`src/rtl/pnt_ram.sv`:
```
`default_nettype none
module pnt_ram #(
  parameter int WIDTH = 8,
  parameter int DEPTH = 16,
  localparam int AW = (DEPTH > 1) ? $clog2(DEPTH) : 1
) (
  input  wire logic             clk,
  input  wire logic             we,
  input  wire logic [AW-1:0]    waddr,
  input  wire logic [WIDTH-1:0] wdata,
  input  wire logic             re,
  input  wire logic [AW-1:0]    raddr,
  output      logic [WIDTH-1:0] rdata
);

  logic [WIDTH-1:0] mem [DEPTH];

  always_ff @(posedge clk) begin
    if (we) begin
      mem[waddr] <= wdata;
    end
    if (re) begin
      rdata <= mem[raddr];
    end
  end

endmodule
`default_nettype wire

```
`config.mk`:
```
export PLATFORM = sky130hd
export DESIGN_NAME = pnt_ram
export DESIGN_NICKNAME = d
export VERILOG_FILES = /design/src/rtl/pnt_ram.sv
export SDC_FILE = /design/constraint.sdc
export NUM_CORES = 1
export LEC_CHECK = 0
export ABC_AREA = 1
export BUFFER_PORTS_ARGS = -buffer_cell sky130_fd_sc_hd__buf_2
export CAP_MARGIN = 20
export CORE_ASPECT_RATIO = 1.4
export CORE_MARGIN = 2
export CORE_UTILIZATION = 47
export DETAILED_ROUTE_END_ITERATION = 6
export HOLD_SLACK_MARGIN = 0.08
export PLACE_DENSITY = 0.66
export REMOVE_ABC_BUFFERS = 1
export SLEW_MARGIN = 20
export SYNTH_ARGS = -nofsm -noshare
export SYNTH_HDL_FRONTEND = slang
export SYNTH_SLANG_ARGS = --single-unit
```
`constraint.sdc`:
```
create_clock -name clk -period 2 [get_ports clk]
set_input_delay 0.4 -clock clk [delete_from_list [all_inputs] [get_ports clk]]
set_output_delay 0.4 -clock clk [all_outputs]
set_load 0.01 [all_outputs]
```
# == Word level (Yosys, flattened, before mapping) ==
# Memories as Yosys holds them, arrays and structs flattened. A register that Yosys moved wholly into a read port is not among the register bits.
# Index checks and enable logic that the tools add are counted.
# Widths: inputs -> output; s select.
# word_totals
reg_bits,0
ram_bits,128
in_bits,19
output_inout_bits,8
word_cells,3
memories,1
# op_classes
n_mux,2
# memory_table
name,words,word_bits,rd,rd_ports_with_merged_regs,write_ports,line_no,text
mem,16,8,1,1,1,16,logic [WIDTH-1:0] mem [DEPTH];
# op_table
op,count
$mux 1,2

# == Logic depth before layout (Yosys ltp) ==
# Gate-level depths: netlist of the first run.
# logic_depth
depth_word,2
ltp_mapped,8
mapped_depth_nobuf,7

# == Worst setup path before layout of the first run ==
# Ideal clock, no wire load.
# synth_timing
path_type,input-to-reg
from,input port waddr[2]
to,"memory mem[10][0], enable pin"
setup_ns,0.370
arrival_ns,0.981
path_slack_ns,0.649
stages,2
cell_sequence,nand3b_1 > nor2_1
# synth_rtl
item,line_no,text
from (decl),9,"input wire logic [AW-1:0] waddr,"
to (decl),16,
# No word-level cell before the write port.

# == Worst setup path after layout of the first run ==
# layout_timing
from,register rdata[5] (read register of mem)
to,output port rdata[5]
# layout_rtl
item,line_no,text
from (decl),13,output logic [WIDTH-1:0] rdata
# No word-level cell between the ends.

==> run metrics, run 1 <==
nets 610; Setup Crit Path Kind reg2out; sw power 0.001456 W; post-CTS setup buffers 0; Avg Inst Size Synth 10.61 sq um; largest net degree at the start of global routing 65; leakage power figure 2.932 nW; RSZ-0062 raised after global routing no; via/cell ratio 5.085; Area growth, synth to finish 15.77%; Placed Area 6166 sq um; Final Power 0.006741 W; die area 13360 sq um; multiplexer area fraction after synthesis 0%; VDD IR-drop max 0.0003662 V; Post-Syn Instances 551; Logic pwr share 5.7%; max-capacitance violation count 0; clk_lat worst skew 0.41 ns; sequential power share 47.9%; Max Root-Sink Buffers 2; input/output buffers 26; Internal 0.005284 W; # DRC 0; Final Hold Fails 0; fmax 709.6 MHz; GRT Overall Usage 20.41%; CTS sink count 136; yosys warns 0; DIE WIDTH 98.27 um; CTS Buf Count 17; pwr dens 995.8 nW/um^2; startpoint types register; Cell variety after synth 11; Worst-Margin Slew 0.6416 ns; core area 12250 sq um; layout cell share with drive strength beyond 1 13.08%; cell family with most CP delay flip-flops; pins over their slew limit 0; Total Routed Length 12810 um; setup TNS 0 ns; Post-Synth XOR/XNOR Area 0%; status finished, final reports clean; switching portion of total power 21.61%; row cnt 48; Critical Path RT 1.60 ns; Worst Path Arrival 1.01 ns; die height 136.0 um; Initial Util 47.72%; Worst Path Max Fanout 1; Final period util 70.46%; CTS clk-pin slew, worst paths 0.06 ns; DR pass1 iterations 5; Simple-Gate Fraction of Synth Area 20.76%; endpoint class of the critical path primary output; global-route wire length before repair 20000 um; tightest hold margin 0.3572 ns; main combinational cell family by area after synthesis simple AND/OR/NAND/NOR gates; CTS tree built; Antenna Cells 0; Syn Std Cell Area 5847 sq um; hold_buf cts 0; Routed WL per cell 16.99 um; DP HPWL 7902 um; post-synthesis compound-gate area fraction 0%; Post-Synth Adder-Cell Area 0%; final setup vio count 0; slowest CP cell edfxtp_1; initial antenna violation count 0; final instance area 6769 sq um; vias in the first global route 3805; Final Skew 0.006635 ns; clock group share of total power 46.3%; GPL Wtd Cong 0.8891; Top-Level Pins 27; slowest stage delay, CP 0.43 ns; FF+latch count, synth 136; Post-CTS Resized 0; vias 3834; CP cell instances buf_2; Root Buffer Master clkbuf_16; gr ovfl total 0; CP bufs+invs 1; minimum clock period 1.409 ns; antenna-violating nets left 0; Initial DRC Count 300; number of H-tree levels 4; fillers 1025; Hold Crit Class in2reg; Rel. slew slack 57.07%; register area share after synthesis 69.85%
## power by group through the flow
stage / Combinational (W) / Clock [W] / Sequential [W]
floorplan: 0.000172 / 0 / 0.00329
global placement: 0.000381 / 0 / 0.00329
detailed placement: 0.000388 / 0 / 0.00329
CTS: 0.000391 / 0.00315 / 0.00323
global route: 0.000431 / 0.00328 / 0.00323
finish: 0.000388 / 0.00312 / 0.00323
## flip-flops by register name (all words and copies together) (netlist names)
name	cells
rdata	8
mem	128
## final timing paths
check | from | end | slack [ns] | cells after the start
worst min register to register | mem[11][6]$_DFFE_PP_ | rdata[6]$_DFFE_PP_ | 0.73 | 6
worst max-delay path | rdata[5]$_DFFE_PP_ | rdata[5] | 0.59 | 1
worst min-delay path | re | rdata[6]$_DFFE_PP_ | 0.36 | 1
worst max register to register | mem[1][7]$_DFFE_PP_ | rdata[7]$_DFFE_PP_ | 0.83 | 6
## synth_stat cells
cell type  count  area (sq um)
nand2_1      173         649.4
edfxtp_1     136          4084
inv_1        100         375.4
nand3_1       97         485.5
nor2_1        17         63.81
buf_2         13         65.06
buf_6          6         67.56
buf_4          4         30.03
inv_2          2         7.510
nand3b_1       2         15.01
buf_1          1         3.750
## routing by layer
| metal | vias up | wire length, um | global-route usage [%] | part of all wire (%) |
|---|---|---|---|---|
| met2 | 128 | 6829 | 36.68 | 53 |
| met1 | 1824 | 4976 | 22.81 | 39 |
| met3 | 23 | 590 | 4.833 | 4.6 |
| met5 | - | 0 | 0 | 0 |
| li1 | 1859 | - | - | - |
| met4 | 0 | 418 | 9.665 | 3.3 |
## cell families after synthesis
group	after synthesis
buffers and inverters	126
DFF	136
and+or+nand+nor	289
## metrics by stage
stage	std cells	util, %	setup slack (ns)
after floorplan	527	-	0.4794
after global placement	722	50.33	0.3640
after detailed placement	722	50.33	0.3395
after CTS	754	55.25	0.5706
after global routing	754	55.25	0.5613
final	754	55.25	0.5908
## final cells by class
type / instances / area [sq um] / share of cell area (%)
Clock inverter: 15 / 177.7 / 2.625
Multi-Input combinational cell: 289 / 1214 / 17.93
Sequential cell: 136 / 4084 / 60.33
Timing Repair Buffer: 45 / 297.8 / 4.399
Clock buffer: 17 / 425.4 / 6.285
Inverter: 102 / 382.9 / 5.656
Tap cell: 150 / 187.7 / 2.773
## cells in the final DEF (no fill, tap or decap), types with 3 or more instances in the layout
cell type | Yosys | final
clkbuf_16 | 0 | 17
nand2_1 | 173 | 173
clkinv_2 | 0 | 4
bufinv_16 | 0 | 3
inv_1 | 100 | 100
clkinv_4 | 0 | 5
edfxtp_1 | 136 | 136
buf_2 | 13 | 26
nand3_1 | 97 | 97
buf_4 | 4 | 17
nor2_1 | 17 | 17
Note: power is estimated with default switching activity, not from simulation.
==> run 2, diff against run 1 <==
==> constraint.sdc (replaced) <==
create_clock -name clk -period 1.3 [get_ports clk]
set_input_delay 0.26 -clock clk [delete_from_list [all_inputs] [get_ports clk]]
set_output_delay 0.26 -clock clk [all_outputs]
set_load 0.01 [all_outputs]
==> run 2 against run 1 <==
  * Register-to-register slack got worse by 0.71 ns
  * Largest cell class unchanged
  * Sequential power is 54% higher
  * Via count increased by 3.2%
  * Sequential share of layout area down 0.75 points
  * Largest power group unchanged
  * Highest routed layer unchanged
  * Global-route usage up 0.87 points
  * First-iteration DRC count increased by 12%
  * Cell count grew 0.93%
  * Worst setup slack worse by 0.53 ns
  * Total power up 53%
  * Combinational power up 62%
  * Routed wire length increased by 4.4%
==> run metrics, run 2 (synthesis results as in run 1) <==
Initial Util 47.72% (unchanged); most frequent cells in the layout nand2_1 (173), edfxtp_1 (136), inv_1 (100); Internal 0.008122 W (+54%); DP HPWL 8582 um (+8.6%); max reg flops 128 (unchanged); Top reg by flops mem; Root Buffer Master clkbuf_16; minimum clock period 1.235 ns; biggest regs mem (128), rdata (8); hold_buf cts 0 (unchanged); die area 13360 sq um (unchanged); die height 136.0 um (unchanged); pins over their slew limit 0 (unchanged); initial antenna violation count 0 (unchanged); Area growth, synth to finish 17.23%; # DRC 0 (unchanged); row cnt 48 (unchanged); Worst Path Max Fanout 1 (unchanged); clock group share of total power 45.7% (-0.6 points); VDD IR-drop max 0.0006914 V (+89%); Top-Level Pins 27 (unchanged); RSZ-0062 raised after global routing no; Rel. slew slack 59.08% (+2.0 points); Max Root-Sink Buffers 2 (unchanged); CTS sink count 136 (unchanged); GPL Wtd Cong 0.8550 (-3.8%); post-CTS setup buffers 0 (unchanged); slowest stage delay, CP 0.40 ns (-0.03 ns); input/output buffers 26 (unchanged); global-route wire length before repair 20990 um (+4.9%); CP cell instances buf_2; Initial DRC Count 336 (+12%); most common cell after layout, fill and taps aside nand2_1; setup TNS 0 ns (unchanged); Post-CTS Resized 0 (unchanged); vias in the first global route 3936 (+3.4%); startpoint types register; Critical Path RT 1.04 ns (-0.56 ns); antenna-violating nets left 0 (unchanged); vias 3955 (+3.2%); Final Power 0.01031 W (+53%); gr ovfl total 0 (unchanged); Final Skew 0.003780 ns (-0.002855 ns); switching portion of total power 21.25% (-0.36 points); Worst-Margin Slew 0.6129 ns (-0.02868 ns); Antenna Cells 0 (unchanged); CP bufs+invs 1 (unchanged); tightest hold margin 0.2228 ns (-0.1344 ns); CTS Buf Count 17 (unchanged); pwr dens 1505 nW/um^2 (+51%); nets 617 (+1.1%); fmax 809.5 MHz; sequential power share 48.2% (+0.3 points); CTS tree built; Logic pwr share 6.1% (+0.4 points); Worst Path Arrival 0.98 ns (-0.03 ns); via/cell ratio 5.197 (+2.2%); layout cell share with drive strength beyond 1 13.91% (+0.83 points); DR pass1 iterations 5 (unchanged); sw power 0.002191 W (+50%); Final Core Density 55.94% (+0.69 points); number of H-tree levels 4 (unchanged); Hold Crit Class in2reg; clk_lat worst skew 0.41 ns (about the same); Setup Crit Path Kind reg2out; fillers 1025 (unchanged); GRT Overall Usage 21.28% (+0.87 points); Total Routed Length 13380 um (+4.4%); status finished, final reports clean; Final period util 95.03%; Routed WL per cell 17.58 um (+3.5%); core area 12250 sq um (unchanged); slowest CP cell edfxtp_1; CTS clk-pin slew, worst paths 0.06 ns (about the same); leakage power figure 2.977 nW (+1.6%); Final Hold Fails 0 (unchanged); cell family with most CP delay flip-flops; largest net degree at the start of global routing 35 (-46%); endpoint class of the critical path primary output; final setup vio count 0 (unchanged); DIE WIDTH 98.27 um (unchanged); max-capacitance violation count 0 (unchanged)
[run 2: cell types whose count changed in the layout (fill, tap and decap cells not counted), sizes merged]
cell,before,now
buf,45,52
inv,103,102
clkinvlp,2,3
[run 2: metrics by stage]
step | std cells | setup slack, ns | cell area, sq um
after floorplan | 527 | -0.08061 | 5680
final | 761 | 0.06466 | 6854
after global routing | 761 | 0.02220 | 6854
after CTS | 761 | 0.02531 | 6854
after global placement | 729 | -0.2444 | 6269
after detailed placement | 729 | -0.2564 | 6269
[run 2: layout make-up]
| type | instances | area (sq um) | area share, % |
|---|---|---|---|
| multi-input combinational | 289 | 1214 | 17.71 |
| sequential | 136 | 4084 | 59.58 |
| inverter | 102 | 382.9 | 5.586 |
| tap | 150 | 187.7 | 2.738 |
| clock buffer | 17 | 425.4 | 6.207 |
| timing repair buffer | 52 | 400.4 | 5.842 |
| clock inverter | 15 | 160.2 | 2.337 |
[run 2: final timing paths]
path	slack, ns	end	depth (start not counted)	from
max reg2reg	0.12	rdata[2]$_DFFE_PP_	6	mem[7][2]$_DFFE_PP_
min reg2reg	0.76	rdata[2]$_DFFE_PP_	6	mem[12][2]$_DFFE_PP_
min	0.22	rdata[4]$_DFFE_PP_	1	re
max	0.06	rdata[1]	1	rdata[1]$_DFFE_PP_
[run 2: power by group through the flow]
stage / Clock [W] / Sequential [W] / Combinational [W]
finish: 0.00471 / 0.00497 / 0.000629
global route: 0.00493 / 0.00498 / 0.000702
CTS: 0.00477 / 0.00497 / 0.000631
detailed placement: 0 / 0.00506 / 0.000627
global placement: 0 / 0.00506 / 0.000614
floorplan: 0 / 0.00506 / 0.000265
[run 2: layer usage]
layer	global-route usage, %	part of all wire (%)	routed length, um	vias to the layer above
li1	-	-	-	1873
met3	4.319	5.0	665	29
met4	9.589	3.0	401	0
met1	24.58	39	5167	1917
met5	0	0	0	-
met2	38.17	53	7145	136
==> run 3, diff against run 2 <==
--- a/config.mk
+++ b/config.mk
@@ -11,6 +11,7 @@
 export CORE_ASPECT_RATIO = 1.4
 export CORE_MARGIN = 2
 export CORE_UTILIZATION = 47
+export CTS_BUF_LIST = sky130_fd_sc_hd__clkbuf_4 sky130_fd_sc_hd__clkbuf_8 sky130_fd_sc_hd__clkbuf_16
 export DETAILED_ROUTE_END_ITERATION = 6
 export HOLD_SLACK_MARGIN = 0.08
 export PLACE_DENSITY = 0.66
==> constraint.sdc (replaced) <==
create_clock -name clk -period 1.3 [get_ports clk]
set_input_delay 0.13 -clock clk [delete_from_list [all_inputs] [get_ports clk]]
set_output_delay 0.13 -clock clk [all_outputs]
set_load 0.01 [all_outputs]
==> run 3 against run 2 <==
  * Register-to-register slack better by 0.04 ns
  * Largest power group unchanged
  * Design area down 0.82%
  * Cell count unchanged
  * Critical endpoint is now rdata[2]$_DFFE_PP_
  * Maximum frequency grew 8.0%
  * Sequential power hardly changed
  * Routed wire length is 4.1% lower
  * Clock-buffer cell count rose by 2
  * Die area stayed put
==> run metrics, run 3 (synthesis results as in run 1) <==
Worst Hold Depth 1 (unchanged); critical path depth 6 (+5); VDD IR-drop max 0.0006933 V (+0.28%); Final Hold Fails 0 (unchanged); most frequent cells in the layout nand2_1 (173), edfxtp_1 (136), inv_1 (100); status finished, final reports clean; wire length on met1 4893 um (-5.3%); Critical Path RT 1.47 ns (+0.43 ns); CTS tree built; Worst Path Arrival 1.32 ns (+0.34 ns); uppermost layer routed met4; number of H-tree levels 4 (unchanged); layout cell share with drive strength beyond 1 13.09% (-0.82 points); GPL Wtd Cong 0.8313 (-2.8%); Logic pwr share 6.1% (about the same); Total Routed Length 12830 um (-4.1%); initial antenna violation count 0 (unchanged); largest net degree at the start of global routing 33 (-5.7%); Initial Util 47.72% (unchanged); antenna-violating nets left 0 (unchanged); most common cell after layout, fill and taps aside nand2_1; core area 12250 sq um (unchanged); Worst Path Max Fanout 1 (unchanged); slowest CP cell edfxtp_1; vias 3868 (-2.2%); Root Buffer Master clkbuf_16; WL met3 725 um (+9.0%); tightest hold margin 0.1149 ns (-0.1079 ns); Initial DRC Count 323 (-3.9%); Top reg by flops mem; reg2reg start mem[8][2]$_DFFE_PP_; final setup vio count 0 (unchanged); DP HPWL 8187 um (-4.6%); DIE WIDTH 98.27 um (unchanged); startpoint types register; global-route wire length before repair 20040 um (-4.5%); Area growth, synth to finish 16.26%; Placed Area 6236 sq um (-0.52%); minimum clock period 1.144 ns (-0.09127 ns); fin worst setup slack 0.1559 ns (+0.09127 ns); sequential power share 49.5% (+1.3 points); DR pass1 iterations 5 (unchanged); Final period util 88.01% (-7.0 points); vias in the first global route 3733 (-5.2%); CP cell instances inv_1 -> nand2_1 -> nand3_1 -> nand3_1 -> nand3_1 -> nand2_1; R2R Setup Slk 0.16 ns (+0.04 ns); Worst-Margin Slew 0.6127 ns (-0.0002899 ns); Final Skew 0.009662 ns (+0.005882 ns); Top-Level Pins 27 (unchanged); via/cell ratio 5.083 (-2.2%); pwr dens 1477 nW/um^2 (-1.9%); Hold Crit Start wdata[6]; CTS Buf Count 17 (unchanged); switching portion of total power 20.90% (-0.35 points); Reg-to-Reg End rdata[2]$_DFFE_PP_; biggest regs mem (128), rdata (8); RSZ-0062 raised after global routing no; Final Non-Filler Cells 761 (unchanged); setup TNS 0 ns (unchanged); input/output buffers 26 (unchanged); Min-Delay Endpoint mem[7][6]$_DFFE_PP_; Hold Crit Class in2reg; Routed WL per cell 16.86 um (-4.1%); max reg flops 128 (unchanged); GRT Overall Usage 20.27% (-1.0 points); slowest stage delay, CP 0.39 ns (about the same); Antenna Cells 0 (unchanged); CP bufs+invs 1 (unchanged); pre-CTS setup slack -0.07282 ns (+0.1836 ns); Worst path most repeated cell nand3_1; leakage power figure 2.957 nW (-0.70%); met2 WL post-DR 6815 um (-4.6%); clk_lat worst skew 0.42 ns (about the same); nets 617 (unchanged); cell family with most CP delay simple AND/OR/NAND/NOR gates; Max Root-Sink Buffers 2 (unchanged); Internal 0.007940 W (-2.2%); Setup Crit Path Kind reg2reg; row cnt 48 (unchanged); Rel. slew slack 59.10% (about the same); final instance area 6798 sq um (-0.82%); sw power 0.002098 W (-4.3%); die area 13360 sq um (unchanged); gr ovfl total 0 (unchanged); # DRC 0 (unchanged); placed cells 728 (-0.14%); Post-CTS Resized 0 (unchanged); CTS clk-pin slew, worst paths 0.05 ns (about the same); pins over their slew limit 0 (unchanged); endpoint class of the critical path register; clock group share of total power 44.4% (-1.3 points); CTS sink count 136 (unchanged); die height 136.0 um (unchanged); max-capacitance violation count 0 (unchanged); fmax 874.1 MHz (+8.0%); worst reg2reg path depth 6 (unchanged)
==> run 3: per-stage QoR <==
stage                     power (W)  utilization (%)
after floorplan            0.005330                -
after global placement     0.005661            50.90
after detailed placement   0.005670            50.90
after CTS                   0.01009            55.48
after global routing        0.01034            55.48
final                       0.01004            55.48
==> run 3: timing repair <==
action | 4_1_cts | 5_1_grt
setup buffers | 0 | 0
setup endpoints to repair | 0 | 0
endpoints found under the hold margin | 8 | 0
hold buffers | 1 | 0
==> run 3: cell type report <==
| cell class | count | area (sq um) |
|---|---|---|
| sequential | 136 | 4084 |
| clock buffer | 19 | 440.4 |
| clock inverter | 13 | 111.4 |
| timing repair buffer | 52 | 377.9 |
| multi-input combinational | 289 | 1214 |
| fill | 1021 | 5454 |
| inverter | 102 | 382.9 |
| tap | 150 | 187.7 |
==> run 3: layer usage <==
layer	vias to the layer above	GRT usage (%)
li1	1875	-
met2	148	35.58
met1	1820	24.02
met3	25	3.753
met4	0	9.893
met5	-	0
==> run 3: power groups by stage <==
stage | registers, W | clock network [W] | logic (W)
after floorplan | 0.00506 | 0 | 0.000265
after global placement | 0.00506 | 0 | 0.000604
after detailed placement | 0.00506 | 0 | 0.000611
after CTS | 0.00497 | 0.00450 | 0.000617
after global routing | 0.00498 | 0.00468 | 0.000686
final | 0.00497 | 0.00445 | 0.000615
==> run 3: how the worst max path moves through the flow <==
stage	from	endpoint	slack, ns
after floorplan	raddr[0]	rdata[2]$_DFFE_PP_	0.05
after global placement	raddr[0]	rdata[2]$_DFFE_PP_	-0.07
after detailed placement	raddr[0]	rdata[7]$_DFFE_PP_	-0.07
after CTS	mem[15][5]$_DFFE_PP_	rdata[5]$_DFFE_PP_	0.15
after global routing	mem[13][5]$_DFFE_PP_	rdata[5]$_DFFE_PP_	0.08
final	mem[8][2]$_DFFE_PP_	rdata[2]$_DFFE_PP_	0.16
